## src/hdl/rsc_pkg.sv

```systemverilog
// ----------------------------------------------------------------------------
// RPN calculator package
// Shared sizes, token and status codes, control structs and the sequencer
// state type of the reverse Polish notation stack calculator.
// ----------------------------------------------------------------------------
package rsc_pkg;

   // Stack size and derived widths.
   localparam int STACK_DEPTH = 16;
   localparam int DATA_W      = 32;
   localparam int ADDR_W      = (STACK_DEPTH > 1) ? $clog2(STACK_DEPTH) : 1;
   localparam int CNT_W       = $clog2(STACK_DEPTH + 1);
   localparam int STEP_W      = $clog2(DATA_W);
   localparam int MODE_W      = 3;
   localparam int DEPTH_W     = 5;
   localparam int STATUS_W    = 2;

   // Token kinds.
   localparam logic [MODE_W-1:0] MODE_PUSH = 3'd0;
   localparam logic [MODE_W-1:0] MODE_ADD  = 3'd1;
   localparam logic [MODE_W-1:0] MODE_SUB  = 3'd2;
   localparam logic [MODE_W-1:0] MODE_MUL  = 3'd3;
   localparam logic [MODE_W-1:0] MODE_DIV  = 3'd4;

   // Status codes.
   localparam logic [STATUS_W-1:0] STS_OK      = 2'd0;
   localparam logic [STATUS_W-1:0] STS_UNDER   = 2'd1;
   localparam logic [STATUS_W-1:0] STS_OVER    = 2'd2;
   localparam logic [STATUS_W-1:0] STS_DIVZERO = 2'd3;

   typedef enum logic [1:0] {
      ALU_ADD,
      ALU_SUB,
      ALU_MUL,
      ALU_DIV
   } alu_op_type;

   typedef struct packed {
      logic       start;
      alu_op_type op;
   } alu_ctrl_type;

   typedef struct packed {
      logic              push;
      logic              replace;
      logic [DATA_W-1:0] value;
   } stack_cmd_type;

   typedef struct packed {
      logic [CNT_W-1:0]  count;
      logic [DATA_W-1:0] top;
      logic [DATA_W-1:0] second;
   } stack_view_type;

   typedef enum logic [2:0] {
      ST_IDLE,
      ST_LOAD,
      ST_CALC,
      ST_COMMIT,
      ST_REPLY
   } state_type;

   // Maps an operator token onto the serial unit's operation.
   function automatic alu_op_type mode_to_op(input logic [MODE_W-1:0] mode);
      alu_op_type op;
      unique case (mode)
         MODE_SUB: op = ALU_SUB;
         MODE_MUL: op = ALU_MUL;
         MODE_DIV: op = ALU_DIV;
         default:  op = ALU_ADD;
      endcase
      return op;
   endfunction

endpackage

```

## src/hdl/rsc_stack.sv

```systemverilog
// ----------------------------------------------------------------------------
// RPN calculator operand stack
// Operand memory with one write port and one registered read port, the
// entry count and a copy of the top entry.
// ----------------------------------------------------------------------------
module rsc_stack (
   input  logic                   clock,
   input  logic                   reset,
   input  rsc_pkg::stack_cmd_type cmd,
   output rsc_pkg::stack_view_type view
);
   import rsc_pkg::*;

   logic [DATA_W-1:0] mem [STACK_DEPTH];
   logic [CNT_W-1:0]  count_ff, count_in;
   logic [DATA_W-1:0] top_ff, top_in;
   logic [DATA_W-1:0] rd_data_ff;
   logic [CNT_W-1:0]  below_top;
   logic [ADDR_W-1:0] rd_addr;
   logic [ADDR_W-1:0] wr_addr;

   // The entry under the top is always the one read.
   assign below_top = count_ff - CNT_W'(2);
   assign rd_addr   = below_top[ADDR_W-1:0];

   // A push writes above the top, a replace overwrites the entry under it.
   assign wr_addr = cmd.push ? count_ff[ADDR_W-1:0] : rd_addr;

   always_comb begin
      count_in = count_ff;
      top_in   = top_ff;
      if (cmd.push) begin
         count_in = count_ff + CNT_W'(1);
         top_in   = cmd.value;
      end else if (cmd.replace) begin
         count_in = count_ff - CNT_W'(1);
         top_in   = cmd.value;
      end
   end

   // Memory write and registered read.
   always_ff @(posedge clock) begin
      if (cmd.push || cmd.replace) begin
         mem[wr_addr] <= cmd.value;
      end
      rd_data_ff <= mem[rd_addr];
   end

   always_ff @(posedge clock) begin
      if (reset) begin
         count_ff <= '0;
      end else begin
         count_ff <= count_in;
      end
      top_ff <= top_in;
   end

   assign view.count  = count_ff;
   assign view.top    = top_ff;
   assign view.second = rd_data_ff;

endmodule

```

## src/hdl/rsc_alu.sv

```systemverilog
// ----------------------------------------------------------------------------
// RPN calculator serial arithmetic unit
// Works one operand bit per cycle: bit-serial add and subtract, shift-add
// multiply and restoring divide on magnitudes with a final sign fix.
// ----------------------------------------------------------------------------
module rsc_alu (
   input  logic                          clock,
   input  logic                          reset,
   input  rsc_pkg::alu_ctrl_type         ctrl,
   input  logic [rsc_pkg::DATA_W-1:0]    x,
   input  logic [rsc_pkg::DATA_W-1:0]    y,
   output logic                          done,
   output logic [rsc_pkg::DATA_W-1:0]    result
);
   import rsc_pkg::*;

   logic              busy_ff, busy_in;
   logic              fin_ff, fin_in;
   logic              done_ff;
   alu_op_type        op_ff, op_in;
   logic [STEP_W-1:0] step_ff, step_in;
   logic [DATA_W-1:0] a_ff, a_in;
   logic [DATA_W-1:0] b_ff, b_in;
   logic [DATA_W-1:0] acc_ff, acc_in;
   logic              carry_ff, carry_in;
   logic              neg_ff, neg_in;
   logic [DATA_W-1:0] result_ff;
   logic              sum_bit;
   logic [DATA_W:0]   shifted;
   logic [DATA_W:0]   trial;

   assign sum_bit = a_ff[0] ^ b_ff[0] ^ carry_ff;
   assign shifted = {acc_ff, a_ff[DATA_W-1]};
   assign trial   = shifted - {1'b0, b_ff};

   // One iteration per cycle while busy.
   always_comb begin
      busy_in  = busy_ff;
      fin_in   = 1'b0;
      op_in    = op_ff;
      step_in  = step_ff;
      a_in     = a_ff;
      b_in     = b_ff;
      acc_in   = acc_ff;
      carry_in = carry_ff;
      neg_in   = neg_ff;
      if (ctrl.start) begin
         busy_in = 1'b1;
         op_in   = ctrl.op;
         step_in = '0;
         acc_in  = '0;
         neg_in  = 1'b0;
         unique case (ctrl.op)
            ALU_ADD: begin
               a_in     = x;
               b_in     = y;
               carry_in = 1'b0;
            end
            ALU_SUB: begin
               a_in     = x;
               b_in     = ~y;
               carry_in = 1'b1;
            end
            ALU_MUL: begin
               a_in = x;
               b_in = y;
            end
            ALU_DIV: begin
               a_in   = x[DATA_W-1] ? -x : x;
               b_in   = y[DATA_W-1] ? -y : y;
               neg_in = x[DATA_W-1] ^ y[DATA_W-1];
            end
            default: begin
               a_in = x;
               b_in = y;
            end
         endcase
      end else if (busy_ff) begin
         unique case (op_ff)
            ALU_ADD, ALU_SUB: begin
               // Sum bits enter the accumulator from the top.
               acc_in   = {sum_bit, acc_ff[DATA_W-1:1]};
               carry_in = (a_ff[0] & b_ff[0]) | (carry_ff & (a_ff[0] ^ b_ff[0]));
               a_in     = a_ff >> 1;
               b_in     = b_ff >> 1;
            end
            ALU_MUL: begin
               if (b_ff[0]) begin
                  acc_in = acc_ff + a_ff;
               end
               a_in = a_ff << 1;
               b_in = b_ff >> 1;
            end
            ALU_DIV: begin
               // Dividend bits leave a from the top, quotient bits enter below.
               if (!trial[DATA_W]) begin
                  acc_in = trial[DATA_W-1:0];
                  a_in   = {a_ff[DATA_W-2:0], 1'b1};
               end else begin
                  acc_in = shifted[DATA_W-1:0];
                  a_in   = {a_ff[DATA_W-2:0], 1'b0};
               end
            end
            default: begin
               acc_in = acc_ff;
            end
         endcase
         step_in = step_ff + STEP_W'(1);
         if (step_ff == STEP_W'(DATA_W - 1)) begin
            busy_in = 1'b0;
            fin_in  = 1'b1;
         end
      end
   end

   always_ff @(posedge clock) begin
      if (reset) begin
         busy_ff <= 1'b0;
         fin_ff  <= 1'b0;
         done_ff <= 1'b0;
      end else begin
         busy_ff <= busy_in;
         fin_ff  <= fin_in;
         done_ff <= fin_ff;
      end
      op_ff    <= op_in;
      step_ff  <= step_in;
      a_ff     <= a_in;
      b_ff     <= b_in;
      acc_ff   <= acc_in;
      carry_ff <= carry_in;
      neg_ff   <= neg_in;
   end

   // Final cycle picks the result and applies the quotient sign.
   always_ff @(posedge clock) begin
      if (fin_ff) begin
         if (op_ff == ALU_DIV) begin
            result_ff <= neg_ff ? -a_ff : a_ff;
         end else begin
            result_ff <= acc_ff;
         end
      end
   end

   assign done   = done_ff;
   assign result = result_ff;

endmodule

```

## src/hdl/rpn_stack_calculator.sv

```systemverilog
// ----------------------------------------------------------------------------
// RPN stack calculator
// Evaluates reverse Polish notation tokens on a bounded operand stack and
// returns top of stack, depth and status for every token.
// ----------------------------------------------------------------------------
// One token is in work at a time. A push, an unused mode or a token that
// ends in underflow, overflow or divide by zero goes from the transfer to
// the reply state, which loads the result register once it is free. An
// operator that runs goes through the load state, which starts the
// bit-serial arithmetic unit on the entry under the top that the transfer
// edge reads from memory, the calculate state, in which the unit works one
// operand bit per cycle, then finishes and signs the result, the commit
// state, which writes it back, and the reply state. The next token can be
// taken once the result is in the result register, even while that result
// still waits for its transfer. Faulting tokens leave the stack unchanged;
// the top value reads zero when the stack is empty.
module rpn_stack_calculator (
   input  logic                            clock,
   input  logic                            reset,
   input  logic                            req_valid,
   output logic                            req_ready,
   input  logic [rsc_pkg::MODE_W-1:0]      req_mode,
   input  logic signed [rsc_pkg::DATA_W-1:0] req_number,
   output logic                            rsp_valid,
   input  logic                            rsp_ready,
   output logic signed [rsc_pkg::DATA_W-1:0] rsp_top_value,
   output logic [rsc_pkg::DEPTH_W-1:0]     rsp_depth,
   output logic [rsc_pkg::STATUS_W-1:0]    rsp_status
);
   import rsc_pkg::*;

   state_type           state_ff, state_in;
   alu_op_type          op_ff, op_in;
   logic [STATUS_W-1:0] status_ff, status_in;
   logic                rsp_valid_ff, rsp_valid_in;
   logic [DATA_W-1:0]   rsp_top_ff, rsp_top_in;
   logic [DEPTH_W-1:0]  rsp_depth_ff, rsp_depth_in;
   logic [STATUS_W-1:0] rsp_status_ff, rsp_status_in;

   logic                accept;
   logic                run_op;
   logic                push_ok;
   logic                rsp_load;
   stack_cmd_type       stack_cmd;
   stack_view_type      view;
   alu_ctrl_type        alu_ctrl;
   logic                alu_done;
   logic [DATA_W-1:0]   alu_result;

   rsc_stack u_stack (
      .clock (clock),
      .reset (reset),
      .cmd   (stack_cmd),
      .view  (view)
   );

   rsc_alu u_alu (
      .clock  (clock),
      .reset  (reset),
      .ctrl   (alu_ctrl),
      .x      (view.second),
      .y      (view.top),
      .done   (alu_done),
      .result (alu_result)
   );

   assign req_ready = (state_ff == ST_IDLE);
   assign accept    = req_valid && req_ready;

   // Token decode: status of the token and whether it goes to the unit.
   always_comb begin
      status_in = status_ff;
      op_in     = op_ff;
      run_op    = 1'b0;
      push_ok   = 1'b0;
      if (accept) begin
         status_in = STS_OK;
         op_in     = mode_to_op(req_mode);
         unique case (req_mode)
            MODE_PUSH: begin
               if (view.count == CNT_W'(STACK_DEPTH)) begin
                  status_in = STS_OVER;
               end else begin
                  push_ok = 1'b1;
               end
            end
            MODE_ADD, MODE_SUB, MODE_MUL, MODE_DIV: begin
               priority if (view.count < CNT_W'(2)) begin
                  status_in = STS_UNDER;
               end else if (req_mode == MODE_DIV && view.top == '0) begin
                  status_in = STS_DIVZERO;
               end else begin
                  run_op = 1'b1;
               end
            end
            default: begin
               status_in = STS_OK;
            end
         endcase
      end
   end

   // Next state.
   always_comb begin
      state_in = state_ff;
      unique case (state_ff)
         ST_IDLE: begin
            if (accept) begin
               state_in = run_op ? ST_LOAD : ST_REPLY;
            end
         end
         ST_LOAD:   state_in = ST_CALC;
         ST_CALC: begin
            if (alu_done) begin
               state_in = ST_COMMIT;
            end
         end
         ST_COMMIT: state_in = ST_REPLY;
         ST_REPLY: begin
            if (!rsp_valid_ff || rsp_ready) begin
               state_in = ST_IDLE;
            end
         end
         default:   state_in = ST_IDLE;
      endcase
   end

   // Outputs of the sequencer: stack writes, unit start, result load.
   always_comb begin
      stack_cmd.push    = 1'b0;
      stack_cmd.replace = 1'b0;
      stack_cmd.value   = req_number;
      alu_ctrl.start    = 1'b0;
      alu_ctrl.op       = op_ff;
      rsp_load          = 1'b0;
      unique case (state_ff)
         ST_IDLE:   stack_cmd.push = push_ok;
         ST_LOAD:   alu_ctrl.start = 1'b1;
         ST_CALC:   alu_ctrl.start = 1'b0;
         ST_COMMIT: begin
            stack_cmd.replace = 1'b1;
            stack_cmd.value   = alu_result;
         end
         ST_REPLY:  rsp_load = !rsp_valid_ff || rsp_ready;
         default:   rsp_load = 1'b0;
      endcase
   end

   // Result register parts the result channel from the sequencer.
   always_comb begin
      rsp_valid_in  = rsp_valid_ff;
      rsp_top_in    = rsp_top_ff;
      rsp_depth_in  = rsp_depth_ff;
      rsp_status_in = rsp_status_ff;
      if (rsp_load) begin
         rsp_valid_in  = 1'b1;
         rsp_top_in    = (view.count == '0) ? '0 : view.top;
         rsp_depth_in  = DEPTH_W'(view.count);
         rsp_status_in = status_ff;
      end else if (rsp_ready) begin
         rsp_valid_in = 1'b0;
      end
   end

   always_ff @(posedge clock) begin
      if (reset) begin
         state_ff     <= ST_IDLE;
         rsp_valid_ff <= 1'b0;
      end else begin
         state_ff     <= state_in;
         rsp_valid_ff <= rsp_valid_in;
      end
      op_ff         <= op_in;
      status_ff     <= status_in;
      rsp_top_ff    <= rsp_top_in;
      rsp_depth_ff  <= rsp_depth_in;
      rsp_status_ff <= rsp_status_in;
   end

   assign rsp_valid     = rsp_valid_ff;
   assign rsp_top_value = rsp_top_ff;
   assign rsp_depth     = rsp_depth_ff;
   assign rsp_status    = rsp_status_ff;

   // The entry count never passes the stack size.
   a_count_bound: assert property (@(posedge clock) disable iff (reset)
      view.count <= CNT_W'(STACK_DEPTH))
      else $error("stack count beyond stack size");

   // The arithmetic unit only finishes while the sequencer waits for it.
   a_done_in_calc: assert property (@(posedge clock) disable iff (reset)
      alu_done |-> state_ff == ST_CALC)
      else $error("arithmetic result outside the calculate state");

   // A write-back pops exactly one entry.
   a_commit_pops: assert property (@(posedge clock) disable iff (reset)
      state_ff == ST_COMMIT |=> view.count == $past(view.count) - CNT_W'(1))
      else $error("write-back did not pop one entry");

   // An underflow is reported only with fewer than two entries.
   a_under_depth: assert property (@(posedge clock) disable iff (reset)
      rsp_load && status_ff == STS_UNDER |-> view.count < CNT_W'(2))
      else $error("underflow reported with two or more entries");

endmodule

```

## config.mk

```make
export PLATFORM = sky130hd
export DESIGN_NAME = rpn_stack_calculator
export DESIGN_NICKNAME = d
export VERILOG_FILES = /design/src/hdl/rsc_pkg.sv /design/src/hdl/rsc_stack.sv /design/src/hdl/rsc_alu.sv /design/src/hdl/rpn_stack_calculator.sv
export SDC_FILE = /design/constraint.sdc
export NUM_CORES = 1
export LEC_CHECK = 0
export ABC_AREA = 1
export BUFFER_PORTS_ARGS = -buffer_cell sky130_fd_sc_hd__buf_2
export CAP_MARGIN = 20
export CORE_ASPECT_RATIO = 1.75
export CORE_MARGIN = 3
export CORE_UTILIZATION = 45
export DETAILED_ROUTE_END_ITERATION = 6
export SLEW_MARGIN = 5
export SYNTH_ARGS = -nofsm -noshare
export SYNTH_HDL_FRONTEND = slang
export SYNTH_HIERARCHICAL = 1
export SYNTH_SLANG_ARGS = --single-unit
```

## constraint.sdc

```tcl
create_clock -name clock -period 7.3 [get_ports clock]
set_input_delay 1.46 -clock clock [delete_from_list [all_inputs] [get_ports clock]]
set_output_delay 1.46 -clock clock [all_outputs]
set_load 0.03 [all_outputs]
```

== Word-level counts from Yosys, hierarchy flattened ==
Memory sizes are Yosys's and may differ from the RTL's. A register that Yosys moved wholly into a read port is not among the register bits.
Index checks and enable logic that the tools add are counted.
Widths: inputs -> output; s select.
Storage, ports and cells
  bits in writable memories: 512
  bits in registers: 224
  word-level logic and storage cells: 140
  output and inout port bits: 41
  input bits: 39
  memories kept: 1
Memory list
  u_stack.mem: depth 16, bits a word 32, read ports 1, clocked after memory_dff 1, wr ports 1, RTL line rsc_stack.sv:14  | logic [DATA_W-1:0] mem [STACK_DEPTH];
Operators by class
  muxes and demuxes: 54
  eq/ne operators: 21
  bitwise operators: 8
  magnitude comparators: 1
  reduce and logical (&&, ||, !) cells: 26
  add/sub/neg operators: 9
Operator list (count)
  $mux 32: 13
  $pmux 32 s3: 3
  $neg 32->32: 3
  $pmux 32 s2: 1
  $mux 33: 1
  $sub 33x32->33: 1
  $add 32x32->32: 1
  $logic_not 32->1: 1
  $not 32->32: 1
  $mux 1: 22
  $pmux 3 s5: 1
  $eq 3x2->1 const B: 4
  $mux 3: 4
  $add 5x1->5 const B: 2
  $eq 5x5->1 const B: 2
  $mux 5: 2
  $reduce_bool 2->1: 5
  $reduce_or 3->1: 3
  $eq 2x2->1 const B: 4
  $eq 3x1->1 const B: 2
  $eq 3x3->1 const B: 2
  $logic_not 3->1: 2
  $mux 2: 3
  $ne 2x1->1 const B: 3
  other kinds (23): 33

== Depth between registers and ports, before layout ==
Gate-level depths: netlist (run 1).
  depth after elaboration: 9
  gate-level depth with buffers: 19
  gate-level depth less buffers: 18

== Cells and area by module ==
The synthesis (run 1) kept the hierarchy.
By module, submodules not included
  rsc_stack: cells each 2213, instances 1, seq. area each 17076.4 sq um, area an instance 23941.7 sq um
  rsc_alu: cells each 2357, instances 1, seq. area each 3803.6 sq um, area an instance 14373.8 sq um
  rpn_stack_calculator: cells each 309, instances 1, seq. area each 1371.3 sq um, area an instance 2537.4 sq um

== Least setup slack after synthesis (run 1) ==
OpenSTA, ideal clock, no wires.
  path kind: input to register
  start point: input rsp_ready
  end point: register rsp_depth_ff[0], in the netlist rsp_depth[0], enable pin
  library setup time: 0.533 ns
  path slack: 1.540 ns
  buffers on the path: 0
  stages on the path: 2
  data required time: 6.767 ns
  arrival: 5.228 ns
  path through: nor2_1 -> nor4_1
Between the ends
  word-level cells in the longest chain between the ends: 2
RTL lines
  start: declaration: RTL line rpn_stack_calculator.sv:25  | input logic rsp_ready,
  $logic_or 1x1->1: RTL line rpn_stack_calculator.sv:144  | ST_REPLY: rsp_load = !rsp_valid_ff || rsp_ready;
  $mux 1: RTL line rpn_stack_calculator.sv:136  | unique case (state_ff)
  named net rsp_load: RTL line rpn_stack_calculator.sv:43  | logic rsp_load;
  end signal: assignment: RTL line rpn_stack_calculator.sv:176  | rsp_depth_ff <= rsp_depth_in;
  end: declaration: RTL line rpn_stack_calculator.sv:37  | logic [DEPTH_W-1:0] rsp_depth_ff, rsp_depth_in;
The timed path passes the listed nets, and every way through them passes these cells.
A chain may end at the register's enable or synchronous reset.

==> results.ini, run 1 <==
[critical_path]
cp_cell_sequence=buf_2 -> nand2_1 -> inv_1 -> nand3_1 -> nor2_1 -> inv_1 -> ha_1 -> inv_1 -> ha_1 -> nand2_1 -> nor2_4
endpoint_kind=flip-flop
ff2ff_path_depth=6
slowest_delay_ns=0.93
worstPathArrival_ns=4.56
slowest_stage=nor2_4
required_ns=7.57
crit_type=in2reg
cp_common_cell=inv_1
ff2ff_setup_slack_ns=3.06
crit_path_max_fanout=32
critPathLaunchType=input port
rr_endpoint=u_stack/mem[11][25]
timing.rr.start=u_stack/count_ff[1]

[drt]
totalWireLength_um=130000
vias=32000
drt-initial-drc-count=2485
routedWlPerCell_um=21.2
via_per_inst=5.20
firstDrtPassIters=6
drc_errors=0
drtAntennaViolNets=0

[yosys]
synth_warnings=6
yosysMostFrequentCell=nand2_1
ys_types=62
synth-seq-cells=768
synthesis.nets=4998
synth_top_cell_area_share_pct=50.5
syn_area_per_cell_um2=8.37
synth_commonest_cells=nand2_1, inv_1, edfxtp_1
async_flop_share_pct=0
synth_largest_area_cell=edfxtp_1
syn-cell-area_mm2=0.0409
ys.flop_type=edfxtp_1
netlist_instances=4879
seq_area_frac_synth_pct=54.5
ys_top_cells_by_area=edfxtp_1, nand2_1, inv_1
synth_edf_count=687

[floorplanning]
initial_core_util_pct=45.6
core_area_mm2=0.0896
dieArea_mm2=0.0946
io_pins=80
placementRows=145
fp.dieW_um=234
die_y_um=405

[clocking]
post_cts_buffers=0
root_buffer=clkbuf_16
clk_path_buf_depth=3
clock_latency_ns=0.66
postCtsHoldBufs=0
numCtsBuffers=72
ctsResizeCount=0
cts.reportedPaths.clkPinSlew_ns=0.06
clock_sinks=768
tritoncts=yes
cts_max_level=3

[timing]
clock_skew_ns=0.0304
tns_ns=0
hold_viol=0
min_period_over_period_pct=58.7
finalMaxSlewViolations=0
max_freq_ghz=0.233
tightest_slew_ns=1.14
relSlewSlack_pct=23.8
setup_viol=0
fin_crit_ns=4.29
grt_setup_unrepaired=false

[run]
drv_cap=0

[global_route]
grt_pass1_vias=31300
gr-total-overflow=0
grt_max_degree=98
antenna_found_initial=2
grt_pass1_wl_um=192000
track_usage_pct=27.6

[hold_path]
min_from=status_ff[0]
hold_class=reg2reg
hold-path-cell-count=0
worstHoldEndpoint=rsp_status[0]

[status]
outcome=finished clean

[power_and_ir_drop]
p_leak_uw=0.0201
vdd_drop_max_mv=0.187
total_power_uw=12600
p_per_area_mw_per_mm2=281

[placement]
post-dp-hpwl_um=92500
placement.io_buffers=79
place_congestion=0.971

[cells_and_area]
final_nets=5021
drive_above_1_share_pct=7.54
fillers=8526
area_delta_synth_final_pct=9.78

cell usage in the layout, fill, tap and decap left out, drive strengths merged, types with 2 or more instances in the layout:
cell | netlist | routed
nand2 | 1603 | 1603
inv | 871 | 877
edfxtp | 687 | 687
nand3 | 539 | 539
nor2 | 248 | 248
o21ai | 202 | 202
a21oi | 163 | 163
buf | 106 | 127
clkbuf | 72 | 99
dfxtp | 81 | 81
ha | 76 | 76
xor2 | 50 | 50
nor3 | 43 | 43
nand4 | 27 | 27
clkinv | 3 | 21
nand3b | 14 | 14
xnor2 | 14 | 14
or2 | 13 | 13
nor4 | 9 | 9
o21bai | 7 | 7
diode | 0 | 6
bufinv | 0 | 6
o31ai | 6 | 6
o211ai | 6 | 6
a211oi | 5 | 5
and2 | 5 | 5
nor3b | 5 | 5
clkinvlp | 0 | 4
o22ai | 4 | 4
a221oi | 4 | 4
fa | 4 | 4
o221ai | 2 | 2
a31oi | 2 | 2
cell families (layout without fill, tap and decap cells):
kind of cell	after synthesis	in the layout	share of synthesized area, %
AO/OA/AOI/OAI	406	406	5.35
adder cells (fa/ha/maj)	80	80	2.52
AND/OR/NAND/NOR	2509	2509	26.0
flip-flops	768	768	54.5
buffers and inverters	1052	1134	10.3
XOR/XNOR	64	64	1.39
other	0	6	0
per-stage QoR:
stage | util, % | hold WS, ns | std cells | setup slack, ns | area [um2]
floorplan | - | 0.400 | 4879 | 1.54 | 40900
global placement | 47.2 | 0.404 | 5997 | 2.36 | 42300
detailed placement | 47.3 | 0.407 | 6000 | 2.34 | 42400
CTS | 49.9 | 0.421 | 6133 | 3.04 | 44700
global route | 50.0 | 0.432 | 6137 | 2.75 | 44800
finish | 50.0 | 0.420 | 6143 | 3.01 | 44800
power by group:
part | leakage, uW | total (uW) | internal, uW | switching [uW]
Combinational | 0.0121 | 3450 | 1040 | 2410
Clock | 0.00116 | 3860 | 2150 | 1710
Sequential | 0.00689 | 5310 | 5020 | 295
worst max-delay path, delay by kind of cell:
kind	cells	cell delay (ns)
AND/OR/NAND/NOR	5	1.93
buffers and inverters	4	0.59
adder cells (fa/ha/maj)	2	0.53
layer usage:
layer,GRT usage (%),share of wire [%],wire (um)
met5,0,0,0
met4,21.0,8.9,11600
met3,3.95,4.3,5560
met2,50.0,52,67700
met1,28.2,35,45500
worst max path at each step:
stage	from	end	slack [ns]
2_1_floorplan	rsp_ready	rsp_depth[0]	1.54
3_3_place_gp	req_valid	u_stack/mem[13][22]	2.36
3_5_place_dp	req_valid	u_stack/mem[12][22]	2.34
4_1_cts	req_valid	u_stack/mem[12][22]	3.04
5_1_grt	state_ff[1]	u_stack/mem[4][23]	2.75
6_report	req_valid	u_stack/mem[4][21]	3.01
layout make-up:
type / count / area (um2) / area share (%)
well taps: 1176 / 1470 / 3.28
diodes: 6 / 15.0 / 0.0335
clock inverters: 34 / 384 / 0.856
repair buffers: 127 / 873 / 1.95
flip-flops and latches: 768 / 22300 / 49.6
clock buffers: 99 / 1980 / 4.42
inverters: 874 / 3290 / 7.34
multi-input cells: 3059 / 14600 / 32.5
flip-flops by register name, indices dropped and copies added, names as in the netlist, 2 cells and up:
signal and count:
rsp_status 2, op_ff 2, u_stack/top_ff 32, u_stack/rd_data_ff 32, u_alu/step_ff 5, u_alu/a_ff 32, u_stack/mem 512, u_alu/result 32
u_alu/acc_ff 32, rsp_depth 5, u_alu/op_ff 2, u_alu/b_ff 32, state_ff 3, status_ff 2, rsp_top_value 32, u_stack/count_ff 5
(Power assumes the default switching activity.)
==> run 2, diff against run 1 <==
- ABC_AREA: 1 -> 0
- clock period: 7.3 -> 3.8 ns (I/O delays scaled with it)
==> run 2 against run 1 <==
Synthesized area is 12% lower. Combinational power is 28% higher. Power is 72% higher. Sequential power is 85% higher. Critical path depth stayed put. Die area is 12% lower. Highest routed layer unchanged. Flip-flop and latch count stayed put. Core utilization is 1.4 points higher.
==> results.ini, run 2 <==
[clocking]
postCtsHoldBufs=0  ; unchanged
clk_path_buf_depth=3  ; unchanged
clock_sinks=768  ; unchanged
cts.reportedPaths.clkPinSlew_ns=0.07  ; was 0.06 ns
root_buffer=clkbuf_16  ; unchanged
tritoncts=yes  ; unchanged
clock_latency_ns=0.64  ; was 0.66 ns
cts_max_level=3  ; unchanged
numCtsBuffers=70  ; was 72

[yosys]
netlist_instances=2621  ; was 4879
ys_types=84  ; was 62
synth_fa_ha_area_share_pct=2.88  ; was 2.52%
synth_commonest_cells=edfxtp_1, nand2_1, o21ai_0  ; was nand2_1, inv_1, edfxtp_1
yosys.area_share.simple_pct=8.77  ; was 26.0%
synth_top_cell_area_share_pct=57.6  ; was 50.5%
synth_largest_area_cell=edfxtp_1  ; unchanged
async_flop_share_pct=0  ; unchanged
ys_top_cells_by_area=edfxtp_1, mux4_2, dfxtp_1  ; was edfxtp_1, nand2_1, inv_1
synthesis.nets=2740  ; was 4998
syn-cell-area_mm2=0.0358  ; was 0.0409 mm2
yosysMostFrequentCell=edfxtp_1  ; was nand2_1
synthMuxAreaShare_pct=9.80  ; was 0%
ys.flop_type=edfxtp_1  ; unchanged
synth_xor_xnor_area_share_pct=3.65  ; was 1.39%
synth_compound_gate_area_share_pct=10.2  ; was 5.35%
synth_edf_count=687  ; unchanged
syn_area_per_cell_um2=13.7  ; was 8.37 um2
seq_area_frac_synth_pct=62.2  ; was 54.5%
synth_top_family_by_area=compound AO/OA/AOI/OAI gates  ; was simple AND/OR/NAND/NOR gates
synth_warnings=6  ; unchanged
synth-seq-cells=768  ; unchanged

[floorplanning]
initial_core_util_pct=45.5  ; was 45.6%
core_area_mm2=0.0786  ; was 0.0896 mm2
dieArea_mm2=0.0831  ; was 0.0946 mm2
placementRows=136  ; was 145
die_y_um=379  ; was 405 um
fp.dieW_um=219  ; was 234 um
io_pins=80  ; unchanged

[global_route]
met2_usage_pct=45.7  ; was 50.0%
gr-total-overflow=0  ; unchanged
grt_pass1_vias=23800  ; was 31.3k
top_usage_layer=met2  ; unchanged
antenna_found_initial=1  ; was 2
use_met1_pct=27.0  ; was 28.2%
grt_use_met3_pct=3.21  ; was 3.95%
grt_max_degree=110  ; was 98
grt_pass1_wl_um=152000  ; was 192000 um
track_usage_pct=24.9  ; was 27.6%

[placement]
place_congestion=0.946  ; was 0.971
placed_area_mm2=0.0380  ; was 0.0424 mm2
post-dp-hpwl_um=72600  ; was 92500 um
placement.io_buffers=79  ; unchanged

[timing]
setup_viol=0  ; unchanged
max_freq_ghz=0.282
hold_viol=0  ; unchanged
grt_setup_unrepaired=false  ; unchanged
clock_skew_ns=0.0255  ; was 0.0304 ns
fin_crit_ns=3.55
min_period_over_period_pct=93.5
tightest_slew_ns=1.10  ; was 1.14 ns
relSlewSlack_pct=26.7  ; was 23.8%
holdWs_ns=0.426  ; was 0.420 ns
finalMaxSlewViolations=0  ; unchanged

[cells_and_area]
area_delta_synth_final_pct=12.9  ; was 9.78%
drive_above_1_share_pct=17.0  ; was 7.54%
final_area_mm2=0.0404  ; was 0.0448 mm2
largest_reg_flops=512  ; unchanged
regMostFlops=u_stack/mem  ; unchanged
final_cell_mix=edfxtp_1, nand2_1, o21ai_0, a21oi_1, buf_4  ; was nand2_1, inv_1, edfxtp_1, nand3_1, nor2_1
final_util_pct=51.4  ; was 50.0%
final_common_cell=edfxtp_1  ; was nand2_1
final_nets=2879  ; was 5021
n_antenna_cell=0  ; was 6

[drt]
drc_errors=0  ; unchanged
routedWlPerCell_um=26.6  ; was 21.2 um
via_per_inst=5.96  ; was 5.20
drt-initial-drc-count=1958  ; was 2485
drtAntennaViolNets=0  ; unchanged
totalWireLength_um=102000  ; was 130000 um
firstDrtPassIters=5  ; was 6
vias=22900  ; was 32.0k

[critical_path]
ff2ff_setup_slack_ns=0.25  ; was 3.06 ns
crit_type=reg2reg  ; was in2reg
endpoint_kind=flip-flop  ; unchanged
path_buf_inv=1  ; was 4
required_ns=4.15  ; was 7.57 ns
critPathLaunchType=flip-flop  ; was input port
slowest_delay_ns=0.56  ; was 0.93 ns
crit_path_max_fanout=6  ; was 32
worstPathArrival_ns=3.91  ; was 4.56 ns
slowest_stage=edfxtp_1  ; was nor2_4
cp_cell_sequence=inv_1 -> ha_1 -> nor2b_1 -> nand3_2 -> or3_1 -> or4_4 -> or3_4 -> nand2b_4 -> o21ai_2 -> xor2_1 -> o21ai_1  ; was buf_2 -> nand2_1 -> inv_1 -> nand3_1 -> nor2_1 -> inv_1 -> ha_1 -> inv_1 -> ha_1 -> nand2_1 -> nor2_4
critPathTopFamily=simple AND/OR/NAND/NOR gates  ; unchanged

[power_and_ir_drop]
p_leak_uw=0.0140  ; was 0.0201 uW
p_per_area_mw_per_mm2=537  ; was 281 mW/mm2
vdd_drop_max_mv=0.289  ; was 0.187 mV
total_power_uw=21700  ; was 12600 uW

[run]
drv_cap=0  ; unchanged

[hold_path]
hold_class=reg2reg  ; unchanged

[status]
outcome=finished clean  ; unchanged

-- run 2: cell types whose count changed in the layout (fill, tap and decap cells not counted), moves of 54 or more --
| cell | before | now |
|---|---|---|
| nand2_1 | 1558 | 309 |
| inv_1 | 841 | 62 |
| nand3_1 | 536 | 34 |
| nor2_1 | 223 | 96 |
| mux4_2 | 0 | 104 |
| a22oi_1 | 0 | 66 |
| buf_4 | 41 | 105 |
| nor2b_1 | 0 | 54 |
-- run 2: metal layers --
layer	vias up	wire length [um]	share of wire, %
li1	10400	-	-
met1	11600	36200	35
met2	719	54900	54
met3	237	3990	3.9
met4	0	7290	7.1
met5	-	0	0
-- run 2: metrics by stage --
step / TNS [ns] / setup slack (ns) / std cells
finish: 0 / 0.248 / 3851
global route: 0 / 0.0342 / 3851
CTS: 0 / 0.185 / 3851
detailed placement: 0 / 0.0356 / 3723
global placement: 0 / 0.0680 / 3723
floorplan: -181.12 / -0.360 / 2621
-- run 2: logic make-up after synthesis --
family          after synthesis
xor+xnor                    149
flops                       768
mux                         180
compound gates              582
buf+inv                     195
fa+ha+maj                    80
simple gates                667
-- run 2: timing repair --
| action | 4_1_cts | 5_1_grt |
|---|---|---|
| buffers inserted | 0 | 0 |
| gates resized for setup | 0 | 1 |
| setup endpoints to repair | 0 | 1 |
| endpoints found under the hold margin | 0 | 0 |
-- run 2: layout make-up --
| type | instances | area [um2] |
|---|---|---|
| fillers | 6650 | 38200 |
| multi-input cells | 1658 | 12800 |
| inverters | 68 | 255 |
| repair buffers | 194 | 1380 |
| clock inverters | 40 | 527 |
| well taps | 1035 | 1290 |
| flip-flops and latches | 768 | 22300 |
| clock buffers | 88 | 1880 |
-- run 2: where the power goes --
group / switching, uW / total [uW] / leakage, uW / internal [uW]
Sequential: 315 / 9830 / 0.00689 / 9520
Combinational: 2630 / 4410 / 0.00594 / 1780
Clock: 3180 / 7480 / 0.00117 / 4310
-- run 2: final timing paths --
check	start	endpoint	cells past startpoint
worst min register to register	status_ff[0]	rsp_status[0]	0
worst min-delay path	status_ff[0]	rsp_status[0]	0
worst max-delay path	u_alu/a_ff[0]	u_alu/result[30]	11
worst max register to register	u_alu/a_ff[0]	u_alu/result[30]	11
-- run 2: worst reg2reg max path, cell delays in order, from the launching register on --
cell and delay, ns:
edfxtp_1 0.56, inv_1 0.15, ha_1 0.17, nor2b_1 0.31, nand3_2 0.18, or3_1 0.44
or4_4 0.48, or3_4 0.41, nand2b_4 0.16, o21ai_2 0.14, xor2_1 0.15, o21ai_1 0.11
